--- src/zcpc_pkg.sv ---
// ----------------------------------------------------------------------------
// zcpc_pkg
// shared widths, defaults and divider control types for the zero-crossing
// phase comparator
// ----------------------------------------------------------------------------
`timescale 1ns / 1ps
`default_nettype none

package zcpc_pkg;

    // defaults handed to the top level parameters
    localparam int MAX_BLOCK_DEF   = 4096;
    localparam int FRAC_BITS_DEF   = 8;
    localparam int SAMPLE_BITS_DEF = 16;

    // fixed field and state widths
    localparam int IN_W   = 16;
    localparam int OUT_W  = 24;
    localparam int SUM_W  = 40;
    localparam int TIME_W = 32;
    localparam int STEP_W = 6;

    // divider request from the sequencer
    typedef struct packed {
        logic              start;
        logic [STEP_W-1:0] steps;
    } t_div_ctl;

    // divider status back to the sequencer
    typedef struct packed {
        logic busy;
        logic done;
    } t_div_sts;

endpackage

`default_nettype wire

--- src/zcpc_div.sv ---
// ----------------------------------------------------------------------------
// zcpc_div
// shared restoring divider, one quotient bit per cycle, left-aligned dividend
// ----------------------------------------------------------------------------
`timescale 1ns / 1ps
`default_nettype none

module zcpc_div #(
    parameter int DIV_W = 16
) (
    input  wire logic                      i_clk,
    input  wire logic                      i_rst_n,
    input  wire zcpc_pkg::t_div_ctl        i_ctl,
    input  wire logic [zcpc_pkg::SUM_W-1:0] i_dividend,
    input  wire logic [DIV_W-1:0]          i_divisor,
    output zcpc_pkg::t_div_sts             o_sts,
    output logic [zcpc_pkg::SUM_W-1:0]     o_quotient
);
    import zcpc_pkg::*;

    logic [DIV_W-1:0]  r_rem;
    logic [SUM_W-1:0]  r_dq;
    logic [DIV_W-1:0]  r_dsr;
    logic [STEP_W-1:0] r_cnt;
    logic              r_busy;
    logic              r_done;

    logic [DIV_W+1:0]  w_diff;
    logic              w_ge;
    logic [DIV_W-1:0]  n_rem;

    // trial subtract of the shifted partial remainder
    always_comb begin
        w_diff = {1'b0, r_rem, r_dq[SUM_W-1]} - {2'b00, r_dsr};
        w_ge   = ~w_diff[DIV_W+1];
        n_rem  = w_ge ? w_diff[DIV_W-1:0] : {r_rem[DIV_W-2:0], r_dq[SUM_W-1]};
    end

    always_ff @(posedge i_clk) begin
        if (!i_rst_n) begin
            r_busy <= 1'b0;
            r_done <= 1'b0;
            r_cnt  <= '0;
        end else begin
            r_done <= 1'b0;
            if (i_ctl.start) begin
                r_rem  <= '0;
                r_dq   <= i_dividend;
                r_dsr  <= i_divisor;
                r_cnt  <= i_ctl.steps;
                r_busy <= 1'b1;
            end else if (r_busy) begin
                r_rem <= n_rem;
                r_dq  <= {r_dq[SUM_W-2:0], w_ge};
                r_cnt <= r_cnt - 1'b1;
                if (r_cnt == STEP_W'(1)) begin
                    r_busy <= 1'b0;
                    r_done <= 1'b1;
                end
            end
        end
    end

    assign o_sts.busy = r_busy;
    assign o_sts.done = r_done;
    assign o_quotient = r_dq;

endmodule

`default_nettype wire

--- src/zero_crossing_phase_comparator.sv ---
// ----------------------------------------------------------------------------
// zero_crossing_phase_comparator
// rising zero-crossing period and delay averager for two sample channels
// ----------------------------------------------------------------------------
// usage:
//   input channel (i_valid / o_ready) carries one word per sample pair:
//   i_sample_a, i_sample_b and i_last_in_block. output channel
//   (o_valid / i_ready) carries one result word per block, produced only
//   when the accepted word had i_last_in_block set.
//   every crossing time is interpolated by the shared serial divider. a word
//   with no crossing passes the a check, the b check and a finish step; each
//   channel that crosses adds a divide and its wait. the last word of a
//   block then adds three averaging divides (period a, period b, delay) and
//   the emit step.
//   o_ready is high only between words.
//   reset clears all sample history, crossing times, sums and counts and
//   drops o_valid.
//   the result sits in an output register; when the receiver stalls the
//   block keeps taking words and only holds in the emit step if a second
//   block result is ready before the first one has been taken.
// ----------------------------------------------------------------------------
`timescale 1ns / 1ps
`default_nettype none

module zero_crossing_phase_comparator #(
    parameter int MAX_BLOCK   = zcpc_pkg::MAX_BLOCK_DEF,
    parameter int FRAC_BITS   = zcpc_pkg::FRAC_BITS_DEF,
    parameter int SAMPLE_BITS = zcpc_pkg::SAMPLE_BITS_DEF
) (
    input  wire logic                              i_clk,
    input  wire logic                              i_rst_n,
    input  wire logic                              i_valid,
    output logic                                   o_ready,
    input  wire logic signed [zcpc_pkg::IN_W-1:0]  i_sample_a,
    input  wire logic signed [zcpc_pkg::IN_W-1:0]  i_sample_b,
    input  wire logic                              i_last_in_block,
    output logic                                   o_valid,
    input  wire logic                              i_ready,
    output logic [zcpc_pkg::OUT_W-1:0]             o_avg_period_a,
    output logic [zcpc_pkg::OUT_W-1:0]             o_avg_period_b,
    output logic signed [zcpc_pkg::OUT_W-1:0]      o_avg_delay,
    output logic                                   o_period_a_valid,
    output logic                                   o_period_b_valid,
    output logic                                   o_delay_valid
);
    import zcpc_pkg::*;

    // count saturates at 2*MAX_BLOCK-1
    localparam int CW = $clog2(2 * MAX_BLOCK);
    localparam logic [CW-1:0] COUNT_MAX = CW'(2 * MAX_BLOCK - 1);
    // divisor must hold either a sample difference or a count
    localparam int VW = (SAMPLE_BITS > CW) ? SAMPLE_BITS : CW;
    localparam logic [STEP_W-1:0] FRAC_STEPS = STEP_W'(SAMPLE_BITS + FRAC_BITS);
    localparam logic [STEP_W-1:0] AVG_STEPS  = STEP_W'(SUM_W);
    localparam int ALIGN = SUM_W - SAMPLE_BITS;

    typedef enum logic [3:0] {
        S_IDLE,
        S_CROSS_A,
        S_WAIT_A,
        S_CROSS_B,
        S_WAIT_B,
        S_FINISH,
        S_AVG_A,
        S_WAIT_PA,
        S_AVG_B,
        S_WAIT_PB,
        S_AVG_D,
        S_WAIT_DL,
        S_EMIT
    } t_state;

    t_state r_state;

    // sample history and current word
    logic signed [SAMPLE_BITS-1:0] r_prev_a, r_prev_b;
    logic signed [SAMPLE_BITS-1:0] r_cur_a, r_cur_b;
    logic                          r_last;

    // crossing times, fixed point with FRAC_BITS fraction bits
    logic [TIME_W-1:0] r_time;
    logic [TIME_W-1:0] r_lat_a, r_ear_a, r_lat_b, r_ear_b;

    // block accumulators
    logic [SUM_W-1:0]        r_sum_a, r_sum_b;
    logic signed [SUM_W-1:0] r_sum_d;
    logic [CW-1:0]           r_cnt_a, r_cnt_b, r_cnt_d;

    // averages waiting for the emit step
    logic [OUT_W-1:0] r_pa, r_pb, r_dl;

    // output register
    logic             r_o_valid;
    logic [OUT_W-1:0] r_o_pa, r_o_pb, r_o_dl;
    logic             r_o_va, r_o_vb, r_o_vd;

    // sample narrowing: low SAMPLE_BITS taken, zero fill above the field
    logic [SAMPLE_BITS+IN_W-1:0] w_ext_a, w_ext_b;
    assign w_ext_a = {{SAMPLE_BITS{1'b0}}, i_sample_a};
    assign w_ext_b = {{SAMPLE_BITS{1'b0}}, i_sample_b};

    // crossing detect: previous negative, current not negative
    logic w_xa, w_xb;
    assign w_xa = r_prev_a[SAMPLE_BITS-1] & ~r_cur_a[SAMPLE_BITS-1];
    assign w_xb = r_prev_b[SAMPLE_BITS-1] & ~r_cur_b[SAMPLE_BITS-1];

    // interpolation operands: -prev and cur - prev, both positive on a crossing
    logic [SAMPLE_BITS-1:0] w_np_a, w_np_b;
    logic [SAMPLE_BITS:0]   w_den_a, w_den_b;
    assign w_np_a  = SAMPLE_BITS'(-r_prev_a);
    assign w_np_b  = SAMPLE_BITS'(-r_prev_b);
    assign w_den_a = {r_cur_a[SAMPLE_BITS-1], r_cur_a} - {r_prev_a[SAMPLE_BITS-1], r_prev_a};
    assign w_den_b = {r_cur_b[SAMPLE_BITS-1], r_cur_b} - {r_prev_b[SAMPLE_BITS-1], r_prev_b};

    // saturating period adds
    logic [SUM_W:0]   w_ps_a, w_ps_b;
    logic [SUM_W-1:0] n_sum_a, n_sum_b;
    assign w_ps_a  = {1'b0, r_sum_a} + (SUM_W + 1)'(r_lat_a - r_ear_a);
    assign w_ps_b  = {1'b0, r_sum_b} + (SUM_W + 1)'(r_lat_b - r_ear_b);
    assign n_sum_a = w_ps_a[SUM_W] ? {SUM_W{1'b1}} : w_ps_a[SUM_W-1:0];
    assign n_sum_b = w_ps_b[SUM_W] ? {SUM_W{1'b1}} : w_ps_b[SUM_W-1:0];

    // saturating delay add, delay is b's old crossing minus a's newest
    logic [TIME_W-1:0] w_d;
    logic [SUM_W:0]    w_ds;
    logic [SUM_W-1:0]  n_sum_d;
    assign w_d  = r_lat_b - r_lat_a;
    assign w_ds = {r_sum_d[SUM_W-1], r_sum_d}
                + {{(SUM_W + 1 - TIME_W){w_d[TIME_W-1]}}, w_d};
    always_comb begin
        if (w_ds[SUM_W] != w_ds[SUM_W-1]) begin
            n_sum_d = w_ds[SUM_W] ? {1'b1, {(SUM_W-1){1'b0}}} : {1'b0, {(SUM_W-1){1'b1}}};
        end else begin
            n_sum_d = w_ds[SUM_W-1:0];
        end
    end

    // magnitude of the delay sum for the unsigned divider
    logic [SUM_W-1:0] w_mag_d;
    assign w_mag_d = r_sum_d[SUM_W-1] ? SUM_W'(-r_sum_d) : SUM_W'(r_sum_d);

    // shared divider hookup
    t_div_ctl         w_div_ctl;
    t_div_sts         w_div_sts;
    logic [SUM_W-1:0] w_div_dvd;
    logic [VW-1:0]    w_div_dsr;
    logic [SUM_W-1:0] w_quo;

    always_comb begin
        w_div_ctl.start = 1'b0;
        w_div_ctl.steps = FRAC_STEPS;
        w_div_dvd       = SUM_W'(w_np_a) << ALIGN;
        w_div_dsr       = VW'(w_den_a[SAMPLE_BITS-1:0]);
        unique case (r_state)
            S_CROSS_A: begin
                w_div_ctl.start = w_xa;
            end
            S_CROSS_B: begin
                w_div_ctl.start = w_xb;
                w_div_dvd       = SUM_W'(w_np_b) << ALIGN;
                w_div_dsr       = VW'(w_den_b[SAMPLE_BITS-1:0]);
            end
            S_AVG_A: begin
                w_div_ctl.start = 1'b1;
                w_div_ctl.steps = AVG_STEPS;
                w_div_dvd       = r_sum_a;
                w_div_dsr       = VW'(r_cnt_a);
            end
            S_AVG_B: begin
                w_div_ctl.start = 1'b1;
                w_div_ctl.steps = AVG_STEPS;
                w_div_dvd       = r_sum_b;
                w_div_dsr       = VW'(r_cnt_b);
            end
            S_AVG_D: begin
                w_div_ctl.start = 1'b1;
                w_div_ctl.steps = AVG_STEPS;
                w_div_dvd       = w_mag_d;
                w_div_dsr       = VW'(r_cnt_d);
            end
            default: begin
            end
        endcase
    end

    zcpc_div #(
        .DIV_W(VW)
    ) u_div (
        .i_clk      (i_clk),
        .i_rst_n    (i_rst_n),
        .i_ctl      (w_div_ctl),
        .i_dividend (w_div_dvd),
        .i_divisor  (w_div_dsr),
        .o_sts      (w_div_sts),
        .o_quotient (w_quo)
    );

    // crossing time = sample time plus interpolated fraction
    logic [TIME_W-1:0] w_tbase, w_tcross;
    assign w_tbase  = TIME_W'(r_time << FRAC_BITS);
    assign w_tcross = w_tbase + w_quo[TIME_W-1:0];

    // average saturation
    logic [OUT_W-1:0] w_sat_u, w_sat_d;
    logic             w_neg_big;
    assign w_sat_u   = (|w_quo[SUM_W-1:OUT_W]) ? {OUT_W{1'b1}} : w_quo[OUT_W-1:0];
    assign w_neg_big = (|w_quo[SUM_W-1:OUT_W])
                     || (w_quo[OUT_W-1] && (|w_quo[OUT_W-2:0]));
    always_comb begin
        if (r_sum_d[SUM_W-1]) begin
            w_sat_d = w_neg_big ? {1'b1, {(OUT_W-1){1'b0}}} : OUT_W'(-w_quo[OUT_W-1:0]);
        end else begin
            w_sat_d = (|w_quo[SUM_W-1:OUT_W-1]) ? {1'b0, {(OUT_W-1){1'b1}}}
                                                 : w_quo[OUT_W-1:0];
        end
    end

    logic w_out_free;
    assign w_out_free = ~r_o_valid | i_ready;

    always_ff @(posedge i_clk) begin
        if (!i_rst_n) begin
            r_state   <= S_IDLE;
            r_prev_a  <= '0;
            r_prev_b  <= '0;
            r_time    <= '0;
            r_lat_a   <= '0;
            r_ear_a   <= '0;
            r_lat_b   <= '0;
            r_ear_b   <= '0;
            r_sum_a   <= '0;
            r_sum_b   <= '0;
            r_sum_d   <= '0;
            r_cnt_a   <= '0;
            r_cnt_b   <= '0;
            r_cnt_d   <= '0;
            r_o_valid <= 1'b0;
        end else begin
            // the emit step does its own handoff of the output register
            if (r_o_valid && i_ready && r_state != S_EMIT) begin
                r_o_valid <= 1'b0;
            end
            unique case (r_state)
                S_IDLE: begin
                    if (i_valid) begin
                        r_cur_a <= w_ext_a[SAMPLE_BITS-1:0];
                        r_cur_b <= w_ext_b[SAMPLE_BITS-1:0];
                        r_last  <= i_last_in_block;
                        r_state <= S_CROSS_A;
                    end
                end
                S_CROSS_A: begin
                    if (w_xa) begin
                        if (r_cnt_a < COUNT_MAX) begin
                            r_sum_a <= n_sum_a;
                            r_cnt_a <= r_cnt_a + 1'b1;
                        end
                        r_ear_a <= r_lat_a;
                        r_state <= S_WAIT_A;
                    end else begin
                        r_state <= S_CROSS_B;
                    end
                end
                S_WAIT_A: begin
                    if (w_div_sts.done) begin
                        r_lat_a <= w_tcross;
                        r_state <= S_CROSS_B;
                    end
                end
                S_CROSS_B: begin
                    if (w_xb) begin
                        if (r_cnt_b < COUNT_MAX) begin
                            r_sum_b <= n_sum_b;
                            r_cnt_b <= r_cnt_b + 1'b1;
                        end
                        if (r_cnt_d < COUNT_MAX) begin
                            r_sum_d <= n_sum_d;
                            r_cnt_d <= r_cnt_d + 1'b1;
                        end
                        r_ear_b <= r_lat_b;
                        r_state <= S_WAIT_B;
                    end else begin
                        r_state <= S_FINISH;
                    end
                end
                S_WAIT_B: begin
                    if (w_div_sts.done) begin
                        r_lat_b <= w_tcross;
                        r_state <= S_FINISH;
                    end
                end
                S_FINISH: begin
                    r_prev_a <= r_cur_a;
                    r_prev_b <= r_cur_b;
                    r_time   <= r_time + 1'b1;
                    r_state  <= r_last ? S_AVG_A : S_IDLE;
                end
                S_AVG_A: begin
                    r_state <= S_WAIT_PA;
                end
                S_WAIT_PA: begin
                    if (w_div_sts.done) begin
                        r_pa    <= w_sat_u;
                        r_state <= S_AVG_B;
                    end
                end
                S_AVG_B: begin
                    r_state <= S_WAIT_PB;
                end
                S_WAIT_PB: begin
                    if (w_div_sts.done) begin
                        r_pb    <= w_sat_u;
                        r_state <= S_AVG_D;
                    end
                end
                S_AVG_D: begin
                    r_state <= S_WAIT_DL;
                end
                S_WAIT_DL: begin
                    if (w_div_sts.done) begin
                        r_dl    <= w_sat_d;
                        r_state <= S_EMIT;
                    end
                end
                S_EMIT: begin
                    // empty counts give zero and a cleared flag
                    if (w_out_free) begin
                        r_o_valid <= 1'b1;
                        r_o_pa    <= (r_cnt_a != '0) ? r_pa : '0;
                        r_o_pb    <= (r_cnt_b != '0) ? r_pb : '0;
                        r_o_dl    <= (r_cnt_d != '0) ? r_dl : '0;
                        r_o_va    <= (r_cnt_a != '0);
                        r_o_vb    <= (r_cnt_b != '0);
                        r_o_vd    <= (r_cnt_d != '0);
                        r_sum_a   <= '0;
                        r_sum_b   <= '0;
                        r_sum_d   <= '0;
                        r_cnt_a   <= '0;
                        r_cnt_b   <= '0;
                        r_cnt_d   <= '0;
                        r_state   <= S_IDLE;
                    end
                end
                default: begin
                    r_state <= S_IDLE;
                end
            endcase
        end
    end

    assign o_ready          = (r_state == S_IDLE);
    assign o_valid          = r_o_valid;
    assign o_avg_period_a   = r_o_pa;
    assign o_avg_period_b   = r_o_pb;
    assign o_avg_delay      = r_o_dl;
    assign o_period_a_valid = r_o_va;
    assign o_period_b_valid = r_o_vb;
    assign o_delay_valid    = r_o_vd;

    // divider finishes only while the sequencer is waiting on it
    a_done_in_wait: assert property (@(posedge i_clk) disable iff (!i_rst_n)
        w_div_sts.done |-> (r_state == S_WAIT_A || r_state == S_WAIT_B
                         || r_state == S_WAIT_PA || r_state == S_WAIT_PB
                         || r_state == S_WAIT_DL))
        else $error("divider done outside a wait step");

    // a new result word only comes from the emit step
    a_emit_source: assert property (@(posedge i_clk) disable iff (!i_rst_n)
        $rose(o_valid) |-> $past(r_state == S_EMIT))
        else $error("result word raised outside emit");

    // counts stay within their saturation bound
    a_count_bound: assert property (@(posedge i_clk) disable iff (!i_rst_n)
        (r_cnt_a <= COUNT_MAX) && (r_cnt_b <= COUNT_MAX) && (r_cnt_d <= COUNT_MAX))
        else $error("crossing count past its bound");

    // channel a's interpolated fraction never exceeds one sample
    a_frac_bound: assert property (@(posedge i_clk) disable iff (!i_rst_n)
        (r_state == S_WAIT_A && w_div_sts.done)
        |=> ((r_lat_a - w_tbase) <= (TIME_W'(1) << FRAC_BITS)))
        else $error("crossing fraction above one sample");

endmodule

`default_nettype wire

--- config.mk ---
export PLATFORM = sky130hd
export DESIGN_NAME = zero_crossing_phase_comparator
export DESIGN_NICKNAME = d
export VERILOG_FILES = /design/src/zcpc_pkg.sv /design/src/zcpc_div.sv /design/src/zero_crossing_phase_comparator.sv
export SDC_FILE = /design/constraint.sdc
export NUM_CORES = 2
export LEC_CHECK = 0
export BUFFER_PORTS_ARGS = -buffer_cell sky130_fd_sc_hd__buf_2
export CAP_MARGIN = 20
export CORE_MARGIN = 2
export CORE_UTILIZATION = 65
export DETAILED_ROUTE_END_ITERATION = 10
export PLACE_DENSITY_LB_ADDON = 0.12
export SYNTH_ARGS = -nofsm -noshare
export SYNTH_HDL_FRONTEND = slang
export SYNTH_SLANG_ARGS = --single-unit
--- constraint.sdc ---
create_clock -name i_clk -period 9.89 [get_ports i_clk]
set_clock_uncertainty 0.2 [all_clocks]
set_input_delay 1.978 -clock i_clk [delete_from_list [all_inputs] [get_ports i_clk]]
set_output_delay 1.978 -clock i_clk [all_outputs]
set_load 0.05 [all_outputs]
==> flow_summary.json <==
{
  "status": "completed",
  "port_buffers": 113,
  "worst-path-buf-inv": 2,
  "cp_slowest_cell": "o21ai_0",
  "ys.flop_type": "dfxtp_1",
  "hold_viol": 0,
  "crit_type": "flop to flop",
  "setup_viol": 0,
  "cpMostUsedCell": "a21oi_1",
  "num_rows": 90,
  "r2r_slack_ns": 2.84,
  "finish.utilization": 0.713,
  "dieHeight_um": 250,
  "htree_levels": 3,
  "place_congestion": 0.963,
  "dp_slack_ns": 2.97,
  "cp-start-kind": "flop",
  "grt_pass1_vias": 31524,
  "synthCells": 4530,
  "drive_gt1_frac": 0.0709,
  "clockBufferDepth": 3,
  "fmax_mhz": 142,
  "die_x_um": 250,
  "cts_buffers": 69,
  "placed_cells": 5282,
  "maxCapViolations": 0,
  "cts.clk_slew.worst_paths_ns": 0.06,
  "coreArea_um2": 60000,
  "worst_pin_slew_ns": 1.00,
  "ys_ff_latch": 608,
  "synth-edff-count": 252,
  "async_flop_share": 0,
  "drt_first_pass_iters": 9,
  "diodes": 0,
  "syn_area_um2": 39300,
  "vdd_drop_max_mv": 0.116,
  "synth_cell_type_count": 82,
  "hold_path_class": "flop to flop",
  "syn_nets": 4878,
  "synth.avg_cell_area_um2": 8.67,
  "rsz0062_at_grt": "false",
  "grt_pass1_wl_mm": 171,
  "drtIter0Drc": 3241,
  "antenna_found_initial": 2,
  "crit_path_end_kind": "flop",
  "yosysWarnings": 0,
  "crit_arrival_ns": 7.40,
  "critPathMaxFanout": 28,
  "power.static_leakage_nw": 17.5,
  "final_max_slew_viol_count": 0,
  "critPathMaxStageDelay_ns": 0.52,
  "dieArea_um2": 62400,
  "cts_resized": 0,
  "final_cells": 5410,
  "finalCritPeriodShare": 0.713,
  "cts_tree": "done",
  "wl_per_cell_um": 20.2,
  "drt-vias-per-instance": 6.27,
  "grt_usage": 0.343,
  "slew-limit-headroom": 0.325,
  "clkLatencyLatePin_ns": 0.64,
  "place_hpwl_mm": 80.4,
  "period_minus_slack_ns": 7.05,
  "clock_sinks": 608,
  "yosysSeqAreaShare": 0.374,
  "tns_ns": 0,
  "ant_nets": 0,
  "crit_required_ns": 10.24,
  "vias": 33934,
  "postCtsSetupBuffers": 0,
  "cts_root_buf": "clkbuf_16",
  "cpLargestDelayFamily": "compound AO/OA/AOI/OAI gates",
  "overflow": 0,
  "totalWireLength_mm": 109,
  "nets": 4919,
  "synthToLayoutAreaGrowth_pct": 8.95,
  "ios": 114,
  "postCtsHoldBufs": 0,
  "drc": 0,
  "initial_utilization": 0.654,
  "fin_ws_ns": 2.84,
  "p_per_area_nw_per_um2": 136,
  "grt_max_degree": 103
}
## worst paths after layout
check | from | end | cells past startpoint
min | r_ear_b[31] | r_ear_b[31] | 2
max reg2reg | r_lat_a[1] | r_sum_d[3] | 26
min reg2reg | r_ear_b[31] | r_ear_b[31] | 2
max | r_lat_a[1] | r_sum_d[3] | 26
## power by group
group,internal (W),switching (W)
combinational,0.000197,0.000344
sequential,0.00265,0.0000535
clock,0.00148,0.00110
total,0.00433,0.00150
## cells in the final DEF, fill, tap and decap left out, types with 99 or more instances in the layout
master / synthesis / layout
xor2_1: 135 / 135
ha_1: 301 / 301
inv_1: 226 / 226
edfxtp_1: 252 / 252
xnor2_1: 215 / 214
dfxtp_1: 356 / 355
a21boi_0: 155 / 155
nand2_1: 603 / 602
nand3_1: 99 / 99
a21oi_1: 286 / 286
and2_1: 127 / 127
nor2_1: 298 / 296
o21ai_0: 212 / 211
buf_2: 3 / 112
a21o_1: 138 / 138
## state kept, by name, indices dropped and copies added (netlist names), 32 cells and up
signal,count
r_sum_a,40
u_div.o_quotient,40
r_lat_a,32
r_lat_b,32
r_ear_a,32
r_ear_b,32
r_sum_d,40
r_sum_b,40
## per-stage QoR
stage / hold slack, ns / cell area, µm² / power, W
final: 0.258 / 42800 / 0.00583
after detailed placement: 0.256 / 40500 / 0.00328
after global placement: 0.247 / 40500 / 0.00327
after CTS: 0.263 / 42800 / 0.00584
after floorplan: 0.235 / 39300 / 0.00311
after global routing: 0.279 / 42800 / 0.00599
## cell families (layout without fill, tap and decap cells)
group	Yosys count	in the layout	synth area share
compound gates	1284	1284	0.216
xor+xnor	350	350	0.0780
fa+ha+maj	311	311	0.101
buf+inv	414	512	0.0400
flops	608	608	0.374
mux	22	22	0.00564
simple gates	1541	1541	0.185
## tightest hold or removal path, cell delays in order, from the launching register on
cell and delay (ns):
dfxtp_1 0.30, nand2_1 0.04, a21boi_0 0.06
## cell usage after synthesis (33+ instances only)
library cell  count  area share
xnor2_1         215       0.048
nor3_1           68      0.0087
o21a_1           38      0.0073
or3_1            40      0.0064
nand3_1          99       0.013
clkbuf_1        173       0.017
a221o_1          44       0.011
nand2_1         603       0.058
a21o_1          138       0.026
o21ai_1          82       0.010
and3_1           33      0.0053
edfxtp_1        252        0.19
inv_1           226       0.022
xor2_1          135       0.030
nand2b_1         63       0.010
nand4_1          42      0.0067
or2_2            33      0.0053
a21oi_1         286       0.036
a31oi_1          36      0.0057
nor2_1          298       0.028
nor2b_1          57      0.0091
a21boi_0        155       0.030
dfxtp_1         356        0.18
o21ai_0         212       0.027
a222oi_1         38      0.0097
and2_1          127       0.020
ha_1            301       0.096
## layer usage
metal | share of wire | vias up | global-route usage
li1 | - | 16314 | -
met1 | 0.44 | 16069 | 0.489
met2 | 0.45 | 1376 | 0.545
met3 | 0.095 | 175 | 0.0588
met4 | 0.021 | 0 | 0.0799
met5 | 0 | - | 0
## cell type report
cell class              instances  area (µm²)
multi-input cells            3508       23100
fillers                      4784       17200
flip-flops and latches        608       14700
clock buffers                  87        1900
well taps                     782         978
repair buffers                157         902
inverters                     227         852
clock inverters                41         365
Power figures use the tool's default switching activity.
